**src/hw/rtl/itr_pkg.sv**
```systemverilog
// Shared constants and the digit-to-ASCII function of the integer-to-text converter.
package itr_pkg;

	localparam int DIGIT_W = 4;
	localparam int RADIX_W = 5;
	localparam int DIV_STEP_BITS = 8;

	localparam logic [RADIX_W-1:0] RADIX_MIN = 5'd2;
	localparam logic [RADIX_W-1:0] RADIX_MAX = 5'd16;
	localparam logic [RADIX_W-1:0] RADIX_DECIMAL = 5'd10;

	localparam logic [7:0] ASCII_MINUS = 8'h2D;
	localparam logic [7:0] ASCII_ZERO = 8'h30;
	localparam logic [7:0] ASCII_UPPER_A = 8'h41;

	localparam logic [DIGIT_W-1:0] DIGIT_TEN = 4'd10;

	function automatic logic [7:0] digit_glyph(input logic [DIGIT_W-1:0] digit);
		logic [7:0] glyph;
		if (digit < DIGIT_TEN) begin
			glyph = ASCII_ZERO + {4'd0, digit};
		end else begin
			glyph = ASCII_UPPER_A + {4'd0, digit - DIGIT_TEN};
		end
		return glyph;
	endfunction

endpackage

```
**src/hw/rtl/integer_to_text_radix_core.sv**
```systemverilog
// Top level of the integer-to-text converter for bases 2 to 16.
// One request carries a two's-complement number and a radix (values below two act as two, values
// above sixteen as sixteen); the block answers with the ASCII characters of the number, most
// significant digit first, with last_char set on the final one. Radix ten is signed and puts a
// minus sign first; other radixes print the raw bit pattern as unsigned. Each digit needs one
// pass of the shared divider, which retires eight quotient bits per cycle, and each character is
// then read from the digit memory in ST_POP and loaded into the output register in ST_LOAD once
// that register is free. in_ready is high only while the block is idle.
module integer_to_text_radix_core #(
	parameter int VALUE_BITS = 32
) (
	input  logic                          clk,
	input  logic                          arst_n,
	input  logic                          in_valid,
	output logic                          in_ready,
	input  logic signed [VALUE_BITS-1:0]  number,
	input  logic [4:0]                    radix,
	output logic                          out_valid,
	input  logic                          out_ready,
	output logic [7:0]                    character,
	output logic                          last_char
);

	typedef enum logic [2:0] {
		ST_IDLE,
		ST_DIV_START,
		ST_DIV_WAIT,
		ST_SIGN,
		ST_POP,
		ST_LOAD
	} state_t;

	state_t                              state_q;
	logic                                neg_q;
	logic [VALUE_BITS-1:0]               mag_q;
	logic [itr_pkg::RADIX_W-1:0]         base_q;
	logic                                out_valid_q;
	logic [7:0]                          char_q;
	logic                                last_q;

	logic [itr_pkg::RADIX_W-1:0]         base_in;
	logic                                neg_in;
	logic                                in_fire;
	logic                                out_free;
	logic                                char_load;
	logic                                div_start;
	logic [VALUE_BITS-1:0]               div_quot;
	logic [itr_pkg::DIGIT_W-1:0]         div_rem;
	logic                                div_done;
	logic                                push;
	logic                                pop;
	logic [itr_pkg::DIGIT_W-1:0]         pop_digit;
	logic                                stack_empty;

	always_comb begin
		if (radix < itr_pkg::RADIX_MIN) begin
			base_in = itr_pkg::RADIX_MIN;
		end else if (radix > itr_pkg::RADIX_MAX) begin
			base_in = itr_pkg::RADIX_MAX;
		end else begin
			base_in = radix;
		end
	end

	assign neg_in = (base_in == itr_pkg::RADIX_DECIMAL) && number[VALUE_BITS-1];
	assign in_ready = (state_q == ST_IDLE);
	assign in_fire = in_valid && in_ready;
	assign out_free = !out_valid_q || out_ready;
	assign char_load = out_free && ((state_q == ST_SIGN) || (state_q == ST_LOAD));
	assign div_start = (state_q == ST_DIV_START);
	assign push = (state_q == ST_DIV_WAIT) && div_done;
	assign pop = (state_q == ST_POP);

	itr_divider #(
		.VALUE_BITS(VALUE_BITS)
	) u_divider (
		.clk      (clk),
		.arst_n   (arst_n),
		.start    (div_start),
		.dividend (mag_q),
		.divisor  (base_q),
		.quotient (div_quot),
		.remainder(div_rem),
		.done     (div_done)
	);

	itr_digit_stack #(
		.VALUE_BITS(VALUE_BITS)
	) u_digit_stack (
		.clk       (clk),
		.arst_n    (arst_n),
		.push      (push),
		.push_digit(div_rem),
		.pop       (pop),
		.pop_digit (pop_digit),
		.empty     (stack_empty)
	);

	always_ff @(posedge clk or negedge arst_n) begin
		if (!arst_n) begin
			state_q <= ST_IDLE;
			out_valid_q <= 1'b0;
			char_q <= '0;
			last_q <= 1'b0;
		end else begin
			if (char_load) begin
				out_valid_q <= 1'b1;
			end else if (out_ready) begin
				out_valid_q <= 1'b0;
			end
			case (state_q)
				ST_IDLE: begin
					if (in_fire) begin
						state_q <= ST_DIV_START;
					end
				end
				ST_DIV_START: begin
					state_q <= ST_DIV_WAIT;
				end
				ST_DIV_WAIT: begin
					if (div_done) begin
						if (div_quot != '0) begin
							state_q <= ST_DIV_START;
						end else if (neg_q) begin
							state_q <= ST_SIGN;
						end else begin
							state_q <= ST_POP;
						end
					end
				end
				ST_SIGN: begin
					if (out_free) begin
						char_q <= itr_pkg::ASCII_MINUS;
						last_q <= 1'b0;
						state_q <= ST_POP;
					end
				end
				ST_POP: begin
					state_q <= ST_LOAD;
				end
				ST_LOAD: begin
					if (out_free) begin
						char_q <= itr_pkg::digit_glyph(pop_digit);
						last_q <= stack_empty;
						state_q <= stack_empty ? ST_IDLE : ST_POP;
					end
				end
				default: begin
					state_q <= ST_IDLE;
				end
			endcase
		end
	end

	always_ff @(posedge clk) begin
		if (in_fire) begin
			base_q <= base_in;
			neg_q <= neg_in;
			mag_q <= neg_in ? (VALUE_BITS'(0) - number) : number;
		end else if (push) begin
			mag_q <= div_quot;
		end
	end

	assign out_valid = out_valid_q;
	assign character = char_q;
	assign last_char = last_q;

endmodule

```
**src/hw/rtl/itr_divider.sv**
```systemverilog
// Iterative divider of the magnitude by the radix, several quotient bits per cycle.
module itr_divider #(
	parameter int VALUE_BITS = 32
) (
	input  logic                               clk,
	input  logic                               arst_n,
	input  logic                               start,
	input  logic [VALUE_BITS-1:0]              dividend,
	input  logic [itr_pkg::RADIX_W-1:0]        divisor,
	output logic [VALUE_BITS-1:0]              quotient,
	output logic [itr_pkg::DIGIT_W-1:0]        remainder,
	output logic                               done
);

	localparam int STEP = itr_pkg::DIV_STEP_BITS;
	localparam int CHUNKS = (VALUE_BITS + STEP - 1) / STEP;
	localparam int PAD_BITS = CHUNKS * STEP;
	localparam int CNT_W = $clog2(CHUNKS + 1);

	logic [PAD_BITS-1:0]               work_q;
	logic [itr_pkg::DIGIT_W-1:0]       rem_q;
	logic [CNT_W-1:0]                  cnt_q;
	logic                              done_q;
	logic [STEP-1:0]                   qbits;
	logic [itr_pkg::DIGIT_W-1:0]       rem_next;

	always_comb begin
		logic [itr_pkg::RADIX_W-1:0] trial;
		logic [itr_pkg::DIGIT_W-1:0] r;
		r = rem_q;
		qbits = '0;
		for (int i = 0; i < STEP; i++) begin
			trial = {r, work_q[PAD_BITS-1-i]};
			if (trial >= divisor) begin
				trial = trial - divisor;
				qbits[STEP-1-i] = 1'b1;
			end
			r = trial[itr_pkg::DIGIT_W-1:0];
		end
		rem_next = r;
	end

	always_ff @(posedge clk or negedge arst_n) begin
		if (!arst_n) begin
			cnt_q <= '0;
			done_q <= 1'b0;
		end else begin
			done_q <= 1'b0;
			if (start) begin
				cnt_q <= CNT_W'(CHUNKS);
			end else if (cnt_q != '0) begin
				cnt_q <= cnt_q - 1'b1;
				done_q <= (cnt_q == CNT_W'(1));
			end
		end
	end

	always_ff @(posedge clk) begin
		if (start) begin
			work_q <= PAD_BITS'(dividend);
			rem_q <= '0;
		end else if (cnt_q != '0) begin
			work_q <= (work_q << STEP) | PAD_BITS'(qbits);
			rem_q <= rem_next;
		end
	end

	assign quotient = work_q[VALUE_BITS-1:0];
	assign remainder = rem_q;
	assign done = done_q;

endmodule

```
**src/hw/rtl/itr_digit_stack.sv**
```systemverilog
// Last-in first-out digit memory that turns the digit order around.
module itr_digit_stack #(
	parameter int VALUE_BITS = 32
) (
	input  logic                          clk,
	input  logic                          arst_n,
	input  logic                          push,
	input  logic [itr_pkg::DIGIT_W-1:0]   push_digit,
	input  logic                          pop,
	output logic [itr_pkg::DIGIT_W-1:0]   pop_digit,
	output logic                          empty
);

	localparam int AW = $clog2(VALUE_BITS);
	localparam int CNT_W = $clog2(VALUE_BITS + 1);

	logic [itr_pkg::DIGIT_W-1:0] mem [VALUE_BITS];
	logic [CNT_W-1:0]            count_q;
	logic [CNT_W-1:0]            top_idx;
	logic [itr_pkg::DIGIT_W-1:0] rd_q;

	assign top_idx = count_q - 1'b1;

	always_ff @(posedge clk or negedge arst_n) begin
		if (!arst_n) begin
			count_q <= '0;
		end else if (push) begin
			count_q <= count_q + 1'b1;
		end else if (pop) begin
			count_q <= top_idx;
		end
	end

	always_ff @(posedge clk) begin
		if (push) begin
			mem[count_q[AW-1:0]] <= push_digit;
		end
		if (pop) begin
			rd_q <= mem[top_idx[AW-1:0]];
		end
	end

	assign pop_digit = rd_q;
	assign empty = (count_q == '0);

endmodule

```
**config.mk**
```make
export PLATFORM = sky130hd
export DESIGN_NAME = integer_to_text_radix_core
export DESIGN_NICKNAME = d
export VERILOG_FILES = /design/src/hw/rtl/itr_pkg.sv /design/src/hw/rtl/integer_to_text_radix_core.sv /design/src/hw/rtl/itr_divider.sv /design/src/hw/rtl/itr_digit_stack.sv
export SDC_FILE = /design/constraint.sdc
export NUM_CORES = 1
export LEC_CHECK = 0
export BUFFER_PORTS_ARGS = -buffer_cell sky130_fd_sc_hd__buf_2
export CORE_MARGIN = 10
export CORE_UTILIZATION = 59
export CTS_CLUSTER_SIZE = 12
export DETAILED_ROUTE_END_ITERATION = 12
export GPL_ROUTABILITY_DRIVEN = 0
export PLACE_DENSITY = 0.77
export SETUP_SLACK_MARGIN = 0.3
export SLEW_MARGIN = 25
export SYNTH_ARGS = -nofsm -noshare
export SYNTH_HDL_FRONTEND = slang
export SYNTH_SLANG_ARGS = --single-unit
```
**constraint.sdc**
```tcl
create_clock -name clk -period 35.8 [get_ports clk]
set_clock_uncertainty 0.2 [all_clocks]
set_input_delay 3.58 -clock clk [delete_from_list [all_inputs] [get_ports clk]]
set_output_delay 3.58 -clock clk [all_outputs]
set_load 0.02 [all_outputs]
```
Yosys cells after proc, flatten, opt, wreduce, memory -nomap -nowiden:

Memory sizes are Yosys's and may differ from the RTL's. A register that Yosys moved wholly into a read port is not among the register bits.
Index checks and enable logic that the tools add are counted.

* add/sub/neg operators: 15
* $lt $le $gt $ge: 11
* equal/unequal tests: 11
* multiplexer cells: 48
* bitwise operators: 1
* reductions and logical operators: 18

Operators with widths (number)
* $mux 32: 5
* $ge 5x5->1: 8
* $mux 4: 8
* $or 32x8->32: 1
* $reduce_bool 32->1: 1
* $sub 1x32->32 const A: 1
* $sub 4x4->4: 8
* $mux 3: 9
* $mux 8: 3
* $pmux 3 s6: 1
* $mux 1: 16
* $pmux 8 s2: 1
* $mux 6: 2
* $mux 5: 2
* $reduce_bool 2->1: 5
* $add 7x4->8 const A: 1
* $add 6x4->7 const A: 1
* $add 6x1->6 const B: 1
* $eq 3x1->1 const B: 2
* $eq 3x2->1 const B: 2
* $eq 3x3->1 const B: 2
* $logic_not 6->1: 1
* $sub 6x1->6 const B: 1
* $eq 5x4->1 const B: 1
* 15 further kinds: 21

* register bits: 97
* RAM bits: 128
* input bits: 41
* output and inout port bits: 11
* logic and storage cells: 117
* memories kept: 1

Memory list
* u_digit_stack.mem: words 32, width 4, read ports 1, clocked after Yosys merged registers in 1, write ports 1, RTL line itr_digit_stack.sv:17 `logic [itr_pkg::DIGIT_W-1:0] mem [VALUE_BITS];`

Longest topological paths before layout:

* depth in word-level cells: 19
* gate-level depth with buffers: 51
* depth with buffers taken out: 50

Cells and area by module:

A second synthesis with hierarchy kept.

* cell total of the unflattened synthesis: 976
* area, all modules: 12201.7 sq um

Modules (own cells, without submodules)
* itr_digit_stack: times used 1, cells an instance 312, area each 5709.2 sq um, sequential area each 4113.9 sq um
* itr_divider: times used 1, cells an instance 332, area each 3445.8 sq um, sequential area each 1141.1 sq um
* integer_to_text_radix_core: times used 1, cells an instance 332, area each 3046.7 sq um, sequential area each 1441.4 sq um

Least setup slack after synthesis:

Ideal clock, no wire load.

* path kind: register -> register
* start point: register base_q[1] (netlist bit)
* end point: register u_divider.rem_q, in the netlist u_divider.remainder[2]
* library setup time: 0.086 ns
* arrival: 10.957 ns
* required time: 35.514 ns
* slack: 24.558 ns
* cell stages (with the launch flop): 48
* clock period less this slack: 11.242 ns
* path through: edfxtp_1 inv_1 ha_1 nor2b_1 o31a_1 o31a_1 nor2_1 mux2_2 ha_1 o21a_1 o31a_1 o31a_1 nor2_1 mux2_2 ha_1 o21a_1 o31a_1 o22ai_1 [... 12 more ...] a211o_1 nand2_1 ha_1 o21a_1 o31a_1 o22ai_1 mux2i_1 ha_1 nor2b_1 o31a_1 o22ai_1 inv_1 mux2_2 ha_1 nand2_1 o21ai_0 nor3_1 a211oi_1

* cells in the longest elaborated chain, start to end: 16
* elaborated cells on any way between the ends: 24

Ends and longest elaborated chain
* from (decl): RTL line integer_to_text_radix_core.sv:36 `logic [itr_pkg::RADIX_W-1:0] base_q;`
* from (signal assigned): RTL line integer_to_text_radix_core.sv:157 `base_q <= base_in;`
* $sub 4x4->4 / $ge 5x5->1 (equally long branches): RTL line itr_divider.sv:35, itr_divider.sv:34
* $mux 4: RTL line itr_divider.sv:34 `if (trial >= divisor) begin`
* $sub 4x4->4 / $ge 5x5->1 (equally long branches): RTL line itr_divider.sv:35, itr_divider.sv:34
* $mux 4: RTL line itr_divider.sv:34
* $sub 4x4->4 / $ge 5x5->1 (equally long branches): RTL line itr_divider.sv:35, itr_divider.sv:34
* $mux 4: RTL line itr_divider.sv:34
* $ge 5x5->1 / $sub 4x4->4 (equally long branches): RTL line itr_divider.sv:34, itr_divider.sv:35
* $mux 4: RTL line itr_divider.sv:34
* $sub 4x4->4 / $ge 5x5->1 (equally long branches): RTL line itr_divider.sv:35, itr_divider.sv:34
* $mux 4: RTL line itr_divider.sv:34
* $sub 4x4->4 / $ge 5x5->1 (equally long branches): RTL line itr_divider.sv:35, itr_divider.sv:34
* $mux 4: RTL line itr_divider.sv:34
* $ge 5x5->1 / $sub 4x4->4 (equally long branches): RTL line itr_divider.sv:34, itr_divider.sv:35
* $mux 4: RTL line itr_divider.sv:34
* $sub 4x4->4 / $ge 5x5->1 (equally long branches): RTL line itr_divider.sv:35, itr_divider.sv:34
* $mux 4 *: RTL line itr_divider.sv:34
* to (signal assigned): RTL line itr_divider.sv:64 `rem_q <= rem_next;`
* to (decl): RTL line itr_divider.sv:21 `logic [itr_pkg::DIGIT_W-1:0] rem_q;`

Mark *: on every way between the ends. The rest lies on a longest branch, timed or not.
A chain may end at the register's enable or synchronous reset.

Worst setup path after layout:

Ends and elaborated chain as after synthesis.

==> metrics.md <==
| Metric | Value |
|---|---|
| Fin crit share | `0.372` |
| Netlist area before placement | `around 12000 sq um` |
| Clock-pin slew on the worst setup and hold paths | `0.06 ns` |
| Number of hold violations in the final report | `0` |
| Class of the tightest hold or removal check | `reg -> reg` |
| Skew-Pair Late Insertion Delay | `about 0.52 ns` |
| Vias in the first global route | `between 8000 and 9000` |
| Pins over their slew limit | `0` |
| Floorplan die width | `roughly 160 um` |
| Mapped Cells | `978` |
| Number of buffers created by CTS | `24` |
| Height of the die | `162 um` |
| Proportion of synthesized chip area in sequential cells | `0.559` |
| Detailed Routing Iterations Pass 1 | `5` |
| Placed wire-length estimate after detailed placement | `18.5 mm` |
| Top area cells in the synthesized netlist | `edfxtp_1, mux4_2, ha_1` |
| Synthesis Warnings | `0` |
| Slowest-stage cell, CP | `edfxtp_1` |
| Classification of the worst setup path | `reg -> reg` |
| Routed via count divided by cell count | `slightly above 6` |
| Antenna diode count | `0` |
| Max-slew headroom | `0.342` |
| Final setup fails | `0` |
| Routed WL | `26.7 mm` |
| Data arrival time of the critical path | `13.47 ns` |
| Clock Sink Count | `228` |
| Primary flip-flop cell chosen by synthesis mapping | `edfxtp_1` |
| Maximum number of pins on one net before global-route repair | `63` |
| Synthesized flop and latch total | `between 200 and 250` |
| Largest stage delay on the critical path | `between 0.6 and 0.7 ns` |
| Most common library cells after synthesis | `edfxtp_1, nand2_1, nor2_1` |
| Peak fanout along the critical path | `11` |
| IO buf count | `50` |
| Buffers from clock root to sink, at most | `3` |
| Post-route ant nets | `0` |
| Post-cts gate resize count | `0` |
| Filler-free cell count of the finished design | `1314` |
| Instance area after placement | `~12000 sq um` |
| Share of synthesized registers carrying an async set or reset | `0.0965` |
| Minimum clock period | `13.31 ns` |
| Data required time at the worst endpoint | `35.96 ns` |
| # H-tree levels | `1` |
| Full die area | `26400 sq um` |
| Max cap viols | `0` |
| Setup_tns | `0 ns` |
| Unrepaired setup endpoints after global routing | `no` |
| Yosys top cell by area | `edfxtp_1` |
| First-pass GRT wire length | `approximately 43 mm` |
| Overall track demand over capacity in global routing | `0.201` |
| CTS Root Cell | `clkbuf_16` |
| Final design utilization | `0.658` |
| Vias after detailed routing | `7997` |
| Result of the run | `complete, no violations` |
| Top cell type's share of synthesized area | `0.507` |
| Proportion of layout cells with a drive suffix above 1 | `0.151` |
| Post-CTS Hold Buffers | `0` |
| Worst Tran Pin Value | `just under 1 ns` |
| Count of buffers added by post-CTS timing repair for setup | `0` |
| Number of violations reported at the end of detailed-routing iteration 0 | `748` |
| Layout overhead on the synthesized area | `10.4%` |
| Number of enable flip-flop cells after synthesis | `approximately 200` |
| Residual overflow from global routing | `0` |
| Cell Rows | `52` |
| Mean instance size in the synthesized netlist | `12.2 sq um` |
| Effective utilization at floorplan | `0.596` |
| Ports placed on the boundary | `52` |
| Final #Nets | `around 1100` |
| TritonCTS clock tree | `done` |
| Core Region | `20100 sq um` |
| Detail-routed net length per standard cell | `20.3 um` |
| Placed Instances | `1270` |
| Mapped Nets | `1078` |
| DR DRC count | `0` |
| Crit path capture type | `register` |
| Cell area after layout | `13200 sq um` |
| Number of antenna violations at the first check in global routing | `0` |
| Library cells used by synthesis | `between 60 and 70` |
| Most instantiated library cell after synthesis | `edfxtp_1` |
| Fmax | `75.1 MHz` |
| Setup crit start kind | `register` |
sequential cells by signal, summed over array words and instances, names as in the netlist:
name / flops
u_divider.quotient: 32
u_digit_stack.mem: 128
u_divider.cnt_q: 3
last_char: 1
neg_q: 1
state_q: 3
mag_q: 32
out_valid: 1
u_digit_stack.count_q: 6
u_divider.remainder: 4
base_q: 5
character: 7
u_digit_stack.pop_digit: 4
u_divider.done: 1
final timing paths:
kind                                               start                  endpoint  slack [ns]  cells after the start
worst max-delay path                           base_q[1]    u_divider.remainder[2]       22.49                     48
worst min-delay path            u_digit_stack.count_q[5]  u_digit_stack.count_q[5]        0.27                      1
worst max register to register                 base_q[1]    u_divider.remainder[2]       22.49                     48
worst min register to register  u_digit_stack.count_q[5]  u_digit_stack.count_q[5]        0.27                      1
max in group asynchronous                         arst_n  u_digit_stack.count_q[0]       32.21                      1
min in group asynchronous                         arst_n  u_digit_stack.count_q[4]        2.82                      1
cell families after synthesis:
kind of cell               count (synthesis)  share of synthesized area
muxes                                     57                     0.0905
other                                      1                   0.000313
xor gates and xnor gates                  49                     0.0358
buffers and inverters                     80                     0.0265
DFF                                      228                      0.559
AOI/OAI and AO/OA                        174                     0.0924
and+or+nand+nor                          330                      0.129
adders and majority gates                 59                     0.0667
area by class of cell:
class                   instances  area, sq um
inverters                      42          158
clock inverters                 4         35.0
repair buffers                 60          325
multi-input cells             670         4970
flip-flops and latches        228         6700
fillers                      1465         6880
clock buffers                  40          691
well taps                     270          338
per-stage QoR:
stage / hold slack [ns] / setup slack [ns]
after floorplan: 0.247 / 24.56
after global placement: 0.261 / 23.11
after detailed placement: 0.264 / 22.69
after CTS: 0.276 / 22.57
after global routing: 0.300 / 21.34
final: 0.273 / 22.49
worst max-delay path: cells and delay by family (launching register included):
family	cells	cell delay (ns)
adder cells (fa/ha/maj)	8	2.49
flip-flops	1	0.64
multiplexers	5	1.88
buffers and inverters	4	0.70
AO/OA/AOI/OAI	22	6.01
AND/OR/NAND/NOR	9	1.25
routing by layer:
metal	GRT usage	up-vias	share of wire
met5	0	-	0
met4	0.0740	0	0.030
met3	0.0276	51	0.056
met2	0.343	299	0.51
met1	0.257	3904	0.40
li1	-	3743	-
placed cells by master, fill, tap and decap left out, types with 5 or more instances in the layout:
master	count
a21oi_1	35
a31oi_1	9
buf_2	50
buf_4	10
clkbuf_1	13
clkbuf_16	24
dfrtp_1	21
edfxtp_1	202
fa_1	8
ha_1	51
inv_1	42
mux2_2	10
mux2i_1	7
mux4_2	40
nand2_1	148
nand2b_1	8
nand3_1	8
nand4_1	6
nor2_1	82
nor2b_1	13
nor3_1	16
nor4_1	12
o211ai_1	6
o21a_1	16
o21ai_0	49
o21ai_1	8
o221ai_1	5
o22ai_1	6
o31a_1	9
o31ai_1	8
or3_1	5
xnor2_1	33
xor2_1	16
Power is left out: the tool's default activity adds up to more than one toggle a clock period on the data nets, which glitch-free logic cannot reach.
